<file path="src/rtl/vvq_pkg.sv">
// ----------------------------------------------------------------------------
// vvq_pkg: velocity vector quantizer shared types
// beat formats, chain stage formats, constants and small helper functions
// ----------------------------------------------------------------------------
package vvq_pkg;

   localparam int unsigned SQRT_CELLS = 24;
   localparam int unsigned DIV_CELLS  = 24;

   localparam logic       CMD_ENCODE = 1'b0;
   localparam logic       CMD_DECODE = 1'b1;

   localparam logic [23:0] MAX_SPEED_RESET = 24'd25600;
   localparam logic [10:0] SPEED_MAX_CODE  = 11'd2047;
   localparam logic [8:0]  AXIS_MAX_CODE   = 9'd511;
   localparam logic [23:0] MIN_SPEED       = 24'd3;
   localparam logic [23:0] OUT_MAG_MAX     = 24'h7FFFFF;

   typedef struct packed {
      logic               cmd;
      logic signed [23:0] vel_x;
      logic signed [23:0] vel_y;
      logic signed [23:0] vel_z;
      logic [31:0]        packed_in;
   } req_beat_type;

   typedef struct packed {
      logic [31:0]        packed_out;
      logic signed [23:0] out_x;
      logic signed [23:0] out_y;
      logic signed [23:0] out_z;
   } rsp_beat_type;

   // sideband carried through the root chain
   typedef struct packed {
      logic        cmd;
      logic [2:0]  neg;
      logic        zero;
      logic [34:0] n0;
      logic [23:0] a0;
      logic [23:0] a1;
   } side_type;

   typedef struct packed {
      logic        vld;
      logic [47:0] rad;
      logic [25:0] rem;
      logic [23:0] root;
      side_type    side;
   } sqrt_type;

   typedef struct packed {
      logic [23:0] bits;
      logic [23:0] rem;
      logic [23:0] den;
      logic [23:0] quo;
      logic        sat;
   } lane_type;

   typedef struct packed {
      logic                vld;
      logic                cmd;
      logic [2:0]          neg;
      logic                zero;
      logic [16:0]         ux;
      logic [16:0]         uy;
      logic [16:0]         uz;
      lane_type [2:0]      lane;
   } div_type;

   function automatic logic [23:0] mag24(input logic [23:0] v);
      return v[23] ? (~v + 24'd1) : v;
   endfunction

   // floor(f * 65536 / 511)
   function automatic logic [16:0] unit_of(input logic [8:0] f);
      logic [15:0] t;
      logic [6:0]  q0;
      logic [16:0] r;
      t  = {f, 7'b0};
      q0 = t[15:9];
      r  = 17'(t) - 17'({q0, 9'b0}) + 17'(q0);
      return 17'(t) + 17'(q0) + ((r >= 17'd511) ? 17'd1 : 17'd0);
   endfunction

   function automatic lane_type lane_init(input logic [34:0] num, input logic [23:0] den);
      lane_type l;
      l.bits = num[23:0];
      l.rem  = 24'(num[34:24]);
      l.den  = den;
      l.quo  = '0;
      l.sat  = (24'(num[34:24]) >= den);
      return l;
   endfunction

endpackage

</file>
<file path="src/rtl/vvq_sqrt_cell.sv">
// ----------------------------------------------------------------------------
// vvq_sqrt_cell: one cell of the integer square root chain
// retires two radicand bits and one root bit per cell
// ----------------------------------------------------------------------------
module vvq_sqrt_cell (
   input  logic               clock,
   input  logic               reset,
   input  logic               en,
   input  vvq_pkg::sqrt_type  cell_in,
   output vvq_pkg::sqrt_type  cell_out
);

   vvq_pkg::sqrt_type stage_ff;
   vvq_pkg::sqrt_type stage_in;
   logic [27:0]       cur;
   logic [27:0]       trial;

   always_comb begin
      stage_in = cell_in;
      cur      = {cell_in.rem, cell_in.rad[47:46]};
      trial    = {2'b0, cell_in.root, 2'b01};
      if (cur >= trial) begin
         stage_in.rem  = 26'(cur - trial);
         stage_in.root = {cell_in.root[22:0], 1'b1};
      end else begin
         stage_in.rem  = cur[25:0];
         stage_in.root = {cell_in.root[22:0], 1'b0};
      end
      stage_in.rad = {cell_in.rad[45:0], 2'b00};
   end

   always_ff @(posedge clock) begin
      if (reset) begin
         stage_ff.vld <= 1'b0;
      end else if (en) begin
         stage_ff.vld <= stage_in.vld;
      end
      if (en) begin
         stage_ff.rad  <= stage_in.rad;
         stage_ff.rem  <= stage_in.rem;
         stage_ff.root <= stage_in.root;
         stage_ff.side <= stage_in.side;
      end
   end

   assign cell_out = stage_ff;

endmodule

</file>
<file path="config.mk">
export PLATFORM = sky130hd
export DESIGN_NAME = vvq_sqrt_cell
export DESIGN_NICKNAME = d
export VERILOG_FILES = /design/src/rtl/vvq_pkg.sv /design/src/rtl/vvq_sqrt_cell.sv
export SDC_FILE = /design/constraint.sdc
export NUM_CORES = 1
export LEC_CHECK = 0
export BUFFER_PORTS_ARGS = -buffer_cell sky130_fd_sc_hd__buf_2
export CAP_MARGIN = 20
export CORE_AREA = 2 2 145 147
export CTS_BUF_LIST = sky130_fd_sc_hd__clkbuf_4
export CTS_CLUSTER_SIZE = 12
export DETAILED_ROUTE_END_ITERATION = 16
export DIE_AREA = 0 0 147 149
export PLACE_DENSITY = 0.68
export SYNTH_ARGS = -nofsm -noshare
export SYNTH_HDL_FRONTEND = slang
export SYNTH_SLANG_ARGS = --single-unit
</file>
<file path="constraint.sdc">
create_clock -name clock -period 2.8 [get_ports clock]
set_input_delay 0.28 -clock clock [delete_from_list [all_inputs] [get_ports clock]]
set_output_delay 0.28 -clock clock [all_outputs]
set_load 0.05 [all_outputs]
</file>
==> out/metrics.yaml <==
root_buffer: "clkbuf_4"
setup_tns_ns: 0
synth_area_um2: 7400
synth_commonest_cells: "184 x edfxtp_1, 30 x inv_1, 26 x ha_1"
min_period_ns: 2.65
rsz0062_at_grt: "false"
setup_viol_count_final: 0
grt_pass1_vias: 6255
cts_buffer_depth: 2
critPathRequiredTime_ns: 3.15
largest_reg_flops: 185
hold_viol_final: 0
clk_latency_ns: 0.56
cts_sinks: 185
min_period_over_period: 0.947
post_cts_buffers: 0
ys_warn_count: 0
fin_worst_skew_ns: 0
grt_first_pass_wirelength_mm: 35.9
critical_path_arrival_ns: 3.00
synth_most_common_cell: "edfxtp_1"
rrSetupSlack_ns: 1.64
grt_use_total: 0.220
wire_per_inst_um: 18.9
synth_largest_area_cell: "edfxtp_1"
antenna_found_initial: 2
whs_ns: 0.101
status: "completed"
synth_edf_count: 184
viasPerCell: 4.61
drc: 0
synth_seq_cells: 185
end_kind: "flop"
htreeDepth: 4
dp_hpwl_mm: 16.9
io_buffers: 374
drive_gt1_frac: 0.435
io_pins: 377
drtAntennaViolNets: 0
relSlewSlack: 0.634
overflow: 0
crit_fanout: 18
die-height_um: 149
dieArea_um2: 21900
synth_cells: 436
cts-resized-gates: 0
cts_buffers: 17
die_w_um: 147
worst_pin_slew_ns: 0.549
yosys-top-cells-area: "edfxtp_1 75%, ha_1 4.4%, mux2_4 3.2%"
vias: 6054
place_inst: 1096
ys_types: 51
min_path_type: "input pin to flop"
yosysTopAreaCellShare: 0.746
dpl_worst_slack_ns: 0.0594
gp_congestion: 0.865
clkTransAtPathRegs_ns: 0.18
drt_wl_total_mm: 24.8
p_per_area_nw_per_um2: 594
rows: 53
yosysSeqAreaShare: 0.749
start_util: 0.360
fin_nets: 1238
setup_ws_ns: 0.147
maxSlewViolCount: 0
total_power_w: 0.00705
drv_cap: 0
synth_ff_type: "edfxtp_1"
startpoint_type: "input pin"
cellLeakagePower_nw: 5.25
core_area_um2: 20600
drtIter0Drc: 369
dr.pass1.iters: 4
critical_path_class: "input pin to flop"
fillers: 1635
ir_worst_vdd_mv: 0.272
grt_max_degree: 63
timing.fmax_mhz: 377
cts_tree: "yes"
avgSynthCellArea_um2: 17.0
final_cells: 1312
area_growth_pct: 60.3
synthArstFlopShare: 0
report_power, final:
| part | internal [W] | switching [W] | leakage, nW |
|---|---|---|---|
| Clock | 0.000436 | 0.00113 | 0.164 |
| Sequential | 0.00334 | 0.0000675 | 1.81 |
| Combinational | 0.000676 | 0.00141 | 3.28 |
worst max-delay path, stage by stage:
cell,delay (ns)
dlygate4sd3_1,0.52
buf_2,0.11
inv_1,0.04
ha_1,0.35
nand2_1,0.09
a211o_1,0.27
a21oi_2,0.17
o211ai_2,0.11
a31oi_2,0.24
nor2_2,0.09
o21ai_4,0.18
buf_12,0.20
mux2_2,0.35
per-stage QoR:
step	area [um^2]	utilization
global route	11900	0.577
global placement	9720	0.473
floorplan	7410	-
finish	11900	0.577
detailed placement	9720	0.473
CTS	11900	0.577
layer usage:
layer,GRT usage,routed length [um],vias up
met5,0.0455,138,-
li1,-,-,2830
met1,0.236,9110,2874
met4,0.106,1090,2
met3,0.0783,2100,60
met2,0.385,12400,288
cells in the final DEF (no fill, tap or decap), types with 2 or more instances in the layout:
| cell type | n |
|---|---|
| a211oi_1 | 6 |
| a21o_1 | 6 |
| a21oi_1 | 21 |
| a41oi_1 | 2 |
| and2_1 | 3 |
| and3_1 | 3 |
| and4_1 | 2 |
| buf_12 | 3 |
| buf_2 | 373 |
| buf_4 | 13 |
| clkbuf_4 | 17 |
| clkinv_8 | 6 |
| conb_1 | 2 |
| diode_2 | 2 |
| dlygate4sd3_1 | 182 |
| edfxtp_1 | 184 |
| ha_1 | 26 |
| inv_1 | 30 |
| inv_12 | 2 |
| inv_6 | 5 |
| mux2_2 | 6 |
| mux2_4 | 16 |
| mux2i_1 | 3 |
| nand2_1 | 21 |
| nand2b_1 | 3 |
| nand4_1 | 2 |
| nor2_1 | 17 |
| nor2_2 | 2 |
| nor2b_1 | 3 |
| nor3_1 | 6 |
| o211ai_1 | 2 |
| o21a_1 | 3 |
| o21ai_0 | 15 |
| o21bai_1 | 2 |
| o31ai_1 | 2 |
| xnor2_1 | 13 |
| xor2_1 | 10 |
area by class of cell:
type | instances | area, um^2 | share of cell area
flip-flops and latches | 185 | 5550 | 0.467
well taps | 275 | 344 | 0.0290
diodes | 2 | 5.00 | 0.000422
clock buffers | 17 | 128 | 0.0108
clock inverters | 15 | 189 | 0.0159
repair buffers | 572 | 3860 | 0.325
inverters | 30 | 113 | 0.00949
multi-input cells | 216 | 1680 | 0.142
logic make-up after synthesis:
family / synth area share
and+or+nand+nor: 0.0450
AOI/OAI and AO/OA: 0.0646
xor gates and xnor gates: 0.0272
other: 0.000507
adders and majority gates: 0.0439
buffers and inverters: 0.0240
muxes: 0.0456
DFF: 0.749
worst paths after layout:
kind / startpoint / end / cells past startpoint
hold reg to reg: cell_out[186] / cell_out[186] / 3
setup reg to reg: cell_out[186] / cell_out[186] / 3
hold / removal: cell_in[185] / cell_out[113] / 3
setup / recovery: cell_in[91] / cell_out[118] / 13
timing repair:
item / CTS / global route
endpoints found under the setup margin: 0 / 0
hold endpoints to repair: 181 / 0
hold buffers: 182 / 0
(Power assumes the default switching activity.)
