[src/rtl/vvq_pkg.sv]
// ----------------------------------------------------------------------------
// vvq_pkg: velocity vector quantizer shared types
// beat formats, chain stage formats, constants and small helper functions
// ----------------------------------------------------------------------------
package vvq_pkg;

   localparam int unsigned SQRT_CELLS = 24;
   localparam int unsigned DIV_CELLS  = 24;

   localparam logic       CMD_ENCODE = 1'b0;
   localparam logic       CMD_DECODE = 1'b1;

   localparam logic [23:0] MAX_SPEED_RESET = 24'd25600;
   localparam logic [10:0] SPEED_MAX_CODE  = 11'd2047;
   localparam logic [8:0]  AXIS_MAX_CODE   = 9'd511;
   localparam logic [23:0] MIN_SPEED       = 24'd3;
   localparam logic [23:0] OUT_MAG_MAX     = 24'h7FFFFF;

   typedef struct packed {
      logic               cmd;
      logic signed [23:0] vel_x;
      logic signed [23:0] vel_y;
      logic signed [23:0] vel_z;
      logic [31:0]        packed_in;
   } req_beat_type;

   typedef struct packed {
      logic [31:0]        packed_out;
      logic signed [23:0] out_x;
      logic signed [23:0] out_y;
      logic signed [23:0] out_z;
   } rsp_beat_type;

   // sideband carried through the root chain
   typedef struct packed {
      logic        cmd;
      logic [2:0]  neg;
      logic        zero;
      logic [34:0] n0;
      logic [23:0] a0;
      logic [23:0] a1;
   } side_type;

   typedef struct packed {
      logic        vld;
      logic [47:0] rad;
      logic [25:0] rem;
      logic [23:0] root;
      side_type    side;
   } sqrt_type;

   typedef struct packed {
      logic [23:0] bits;
      logic [23:0] rem;
      logic [23:0] den;
      logic [23:0] quo;
      logic        sat;
   } lane_type;

   typedef struct packed {
      logic                vld;
      logic                cmd;
      logic [2:0]          neg;
      logic                zero;
      logic [16:0]         ux;
      logic [16:0]         uy;
      logic [16:0]         uz;
      lane_type [2:0]      lane;
   } div_type;

   function automatic logic [23:0] mag24(input logic [23:0] v);
      return v[23] ? (~v + 24'd1) : v;
   endfunction

   // floor(f * 65536 / 511)
   function automatic logic [16:0] unit_of(input logic [8:0] f);
      logic [15:0] t;
      logic [6:0]  q0;
      logic [16:0] r;
      t  = {f, 7'b0};
      q0 = t[15:9];
      r  = 17'(t) - 17'({q0, 9'b0}) + 17'(q0);
      return 17'(t) + 17'(q0) + ((r >= 17'd511) ? 17'd1 : 17'd0);
   endfunction

   function automatic lane_type lane_init(input logic [34:0] num, input logic [23:0] den);
      lane_type l;
      l.bits = num[23:0];
      l.rem  = 24'(num[34:24]);
      l.den  = den;
      l.quo  = '0;
      l.sat  = (24'(num[34:24]) >= den);
      return l;
   endfunction

endpackage

[src/rtl/vvq_div_cell.sv]
// ----------------------------------------------------------------------------
// vvq_div_cell: one cell of the three-lane restoring divider chain
// each lane retires one quotient bit per cell
// ----------------------------------------------------------------------------
module vvq_div_cell (
   input  logic              clock,
   input  logic              reset,
   input  logic              en,
   input  vvq_pkg::div_type  cell_in,
   output vvq_pkg::div_type  cell_out
);

   vvq_pkg::div_type stage_ff;
   vvq_pkg::div_type stage_in;
   logic [24:0]      cur [3];

   always_comb begin
      stage_in = cell_in;
      for (int i = 0; i < 3; i++) begin
         cur[i] = {cell_in.lane[i].rem, cell_in.lane[i].bits[23]};
         if (cur[i] >= {1'b0, cell_in.lane[i].den}) begin
            stage_in.lane[i].rem = 24'(cur[i] - {1'b0, cell_in.lane[i].den});
            stage_in.lane[i].quo = {cell_in.lane[i].quo[22:0], 1'b1};
         end else begin
            stage_in.lane[i].rem = cur[i][23:0];
            stage_in.lane[i].quo = {cell_in.lane[i].quo[22:0], 1'b0};
         end
         stage_in.lane[i].bits = {cell_in.lane[i].bits[22:0], 1'b0};
      end
   end

   always_ff @(posedge clock) begin
      if (reset) begin
         stage_ff.vld <= 1'b0;
      end else if (en) begin
         stage_ff.vld <= stage_in.vld;
      end
      if (en) begin
         stage_ff.cmd  <= stage_in.cmd;
         stage_ff.neg  <= stage_in.neg;
         stage_ff.zero <= stage_in.zero;
         stage_ff.ux   <= stage_in.ux;
         stage_ff.uy   <= stage_in.uy;
         stage_ff.uz   <= stage_in.uz;
         stage_ff.lane <= stage_in.lane;
      end
   end

   assign cell_out = stage_ff;

endmodule

[config.mk]
export PLATFORM = sky130hd
export DESIGN_NAME = vvq_div_cell
export DESIGN_NICKNAME = d
export VERILOG_FILES = /design/src/rtl/vvq_pkg.sv /design/src/rtl/vvq_div_cell.sv
export SDC_FILE = /design/constraint.sdc
export NUM_CORES = 1
export LEC_CHECK = 0
export ABC_AREA = 1
export BUFFER_PORTS_ARGS = -buffer_cell sky130_fd_sc_hd__buf_2
export CORE_AREA = 3 3 267 269
export CTS_BUF_LIST = sky130_fd_sc_hd__clkbuf_2
export CTS_CLUSTER_SIZE = 10
export DETAILED_ROUTE_END_ITERATION = 10
export DIE_AREA = 0 0 270 272
export GPL_TIMING_DRIVEN = 0
export PLACE_DENSITY = 0.6
export SLEW_MARGIN = 20
export SYNTH_ARGS = -nofsm -noshare
export SYNTH_HDL_FRONTEND = slang
export SYNTH_SLANG_ARGS = --single-unit
[constraint.sdc]
create_clock -name clock -period 1.63 [get_ports clock]
set_input_delay 0.0815 -clock clock [delete_from_list [all_inputs] [get_ports clock]]
set_output_delay 0.0815 -clock clock [all_outputs]
set_load 0.01 [all_outputs]
==> metrics <==
most common cell after layout, fill and taps aside dlygate4sd3_1; top fanout value on the critical path 1; Power Density 775 mW/mm^2; final period utilization 108%; violations in the final reports negative hold slack, negative setup slack; clock skew after layout 0 ns; proportion of synthesized chip area in sequential cells 59.7%; endpoints failing setup roughly 190; Detailed Place HPWL about 48000 um; total number of clock tree sinks 345; wire length of the first global-routing pass 107000 um; die width 270 um; slowest library cell on the worst path edfxtp_1; cell area after layout 0.0309 sq mm; clock tree buffer depth 3; global-route congestion overflow total 0; relative contribution of the clock network to total power between 20 and 30%; cell area after technology mapping 0.0173 sq mm; Crit. path cell count 1; GR Layer Usage met2 32.5%; number of distinct library cells after synthesis 34; Port Buffers 692; total number of H-tree levels 3; Final min period about 1.8 ns; Top-Level Pins 699; final core utilization 44.9%; hold violation count in the final report around 120; most frequent cells in the layout 693 x dlygate4sd3_1, 661 x buf_2, 642 x nand2_1, 344 x edfxtp_1, 342 x inv_1; number of detailed-routing iterations run before antenna repair 5; Worst Max-Slew Pin Slew 0.683 ns; element type at the critical path end primary output; crit start category register; clock-pin slew on the worst setup and hold paths 0.13 ns; met1 usage in global routing 20.9%; flop and latch count out of synthesis 345; result of the run finished, violations left; met3 demand-to-capacity share in global routing approximately 5.5%; list of cells traversed by the critical path buf_2; vias in the first global route 19299; switching power of the nets between 0.007 and 0.008 W; category of cells accounting for the largest share of critical-path delay flip-flops; detailed-route wire length per cell 16.5 um; Clock Latency Late Sink 1.00 ns; worst-case reg-to-reg path depth 4; upper clock frequency limit 569 MHz; FILL cells 6450; synthesis-to-finish area growth 78.1%; static leakage 14.9 nW; Int Pwr 0.0163 W; number of cells on the worst hold path 1; combined global-route utilization of all metal layers a little under a fifth; Sum Neg Setup Slack -6.34 ns; DRC viols 0; post-detailed-placement cell area ~0.022 sq mm; count of vias placed by the detailed router 18370; Critical Path AT around 1.7 ns; area used by sequential logic in the layout 0.0104 sq mm; RSZ-0062 raised after global routing yes; sw frac roughly a third; flip-flop count of the largest register after layout ~350; grt peak-use layer met2; relative contribution of combinational cells to total power about 27%; VDD IR max roughly 0.65 mV; Worst Path Buf+Inv 1; number of placement rows 96; Post-layout nets 3743; total clock buffers created by CTS 96; initial core utilization 25.2%; multi-input logic area 0.00603 sq mm; core region area 0.0688 sq mm; Post-Synthesis Cells 1806; final hold slack -0.499 ns; reported max-cap violation count 0; Min-Delay Path Class primary input to register; number of warnings issued by yosys 0; required arrival time at the worst endpoint 1.55 ns; total length of routed wires 71300 um; maximum number of pins on one net before global-route repair 97; proportion of layout cells with a drive suffix above 1 between 20 and 30%; stage delay of the slowest cell on the critical path 0.47 ns; Final Wtd Congestion slightly below 0.9; number of vias per cell 4.25; synthesized area per cell 9.61 sq um; Die Y-Extent 272 um; Iteration-0 DRC Markers 1185; Final Max Tran Viols 0; Flop pwr share 45.9%; Detail Route Antenna Nets 0; CTS Root Cell clkbuf_2; startpoint-to-endpoint class of the critical path register to primary output; relative slew slack 54.5%; number of antenna violations at the first check in global routing 20; Worst Setup Slack, final -0.128 ns; Total Die Area approximately 0.073 sq mm; CTS tree yes
routing by layer:
metal	vias to the layer above	part of all wire, %
met5	-	0.065
met4	8	4.0
met3	162	7.9
met2	783	49
met1	8470	39
li1	8947	-
area by class of cell:
class / instances / share of cell area (%)
Timing Repair Buffer: 1411 / 35.4
Sequential cell: 345 / 33.5
Multi-Input combinational cell: 1087 / 19.5
Inverter: 349 / 4.24
Tap cell: 931 / 3.77
Clock buffer: 138 / 2.24
Buffer: 27 / 0.688
Clock inverter: 28 / 0.539
Antenna cell: 11 / 0.0891
power by group through the flow:
stage | registers (W) | clock network, W | logic [W]
final | 0.0110 | 0.00650 | 0.00644
after global routing | 0.0111 | 0.00732 | 0.00702
after CTS | 0.0109 | 0.00677 | 0.00615
after detailed placement | 0.0111 | 0 | 0.00478
after global placement | 0.0112 | 0 | 0.00474
after floorplan | 0.0116 | 0 | 0.00202
cell usage after synthesis:
library cell  count  share of area, %
conb_1            1             0.022
clkbuf_1          2             0.043
xor2_1           29               1.5
nand3_2           3              0.17
buf_2            16              0.46
fa_1              3              0.35
nand2_2           1             0.036
nand4_2           1             0.072
inv_2             5              0.11
buf_4             3              0.13
nand2_1         655                14
and2_2            1             0.043
nor2_1           85               1.8
nand3b_1          4              0.17
nor2_2            5              0.18
edfxtp_1        344                60
a21oi_4           3              0.28
nand4_1          89               3.2
xnor2_1           3              0.15
a21oi_1          29              0.84
mux2i_1           1             0.058
dfxtp_1           1              0.12
nor2_4            1             0.065
buf_6             6              0.39
and2_1            1             0.036
o21a_1            3              0.13
nor3_4            2              0.19
inv_1           344               7.4
nand3_1          78               2.3
nor3_1            6              0.17
ha_1             72               5.2
nand3_4           4              0.40
or2_2             1             0.036
nor3_2            4              0.23
metrics by stage:
stage | worst slack [ns] | power (W) | std cells
CTS | -0.415 | 0.0239 | 4293
finish | -0.128 | 0.0239 | 4327
global route | -0.388 | 0.0254 | 4323
floorplan | 0.00214 | 0.0136 | 1808
global placement | -5.03 | 0.0159 | 3431
detailed placement | -0.733 | 0.0159 | 3434
cells by family (layout without fill, tap and decap cells):
family,count (synthesis),in the layout,share of synthesized area (%)
and+or+nand+nor,941,941,23.3
buffers and inverters,376,1953,8.58
DFF,345,345,59.7
adders and majority gates,75,75,5.54
AOI/OAI and AO/OA,35,35,1.25
xor gates and xnor gates,32,32,1.62
other,1,14,0.0216
muxes,1,1,0.0577
final timing paths:
path,from,slack (ns),endpoint
setup reg to reg,cell_out[347]$_SDFFE_PP0P_,0.34,cell_out[347]$_SDFFE_PP0P_
hold / removal,en,-0.50,cell_out[344]$_DFFE_PP_
setup / recovery,cell_out[34]$_DFFE_PP_,-0.13,cell_out[34]
hold reg to reg,cell_out[347]$_SDFFE_PP0P_,1.18,cell_out[347]$_SDFFE_PP0P_
what timing repair did:
action,4_1_cts,5_1_grt
hold buffers,693,11
endpoints found under the setup margin,345,420
gates resized for setup,35,93
endpoints found under the hold margin,610,276
cloned,0,2
pin swaps,0,11
setup buffers,0,21
No activity file was read; power rests on OpenSTA's default activity.
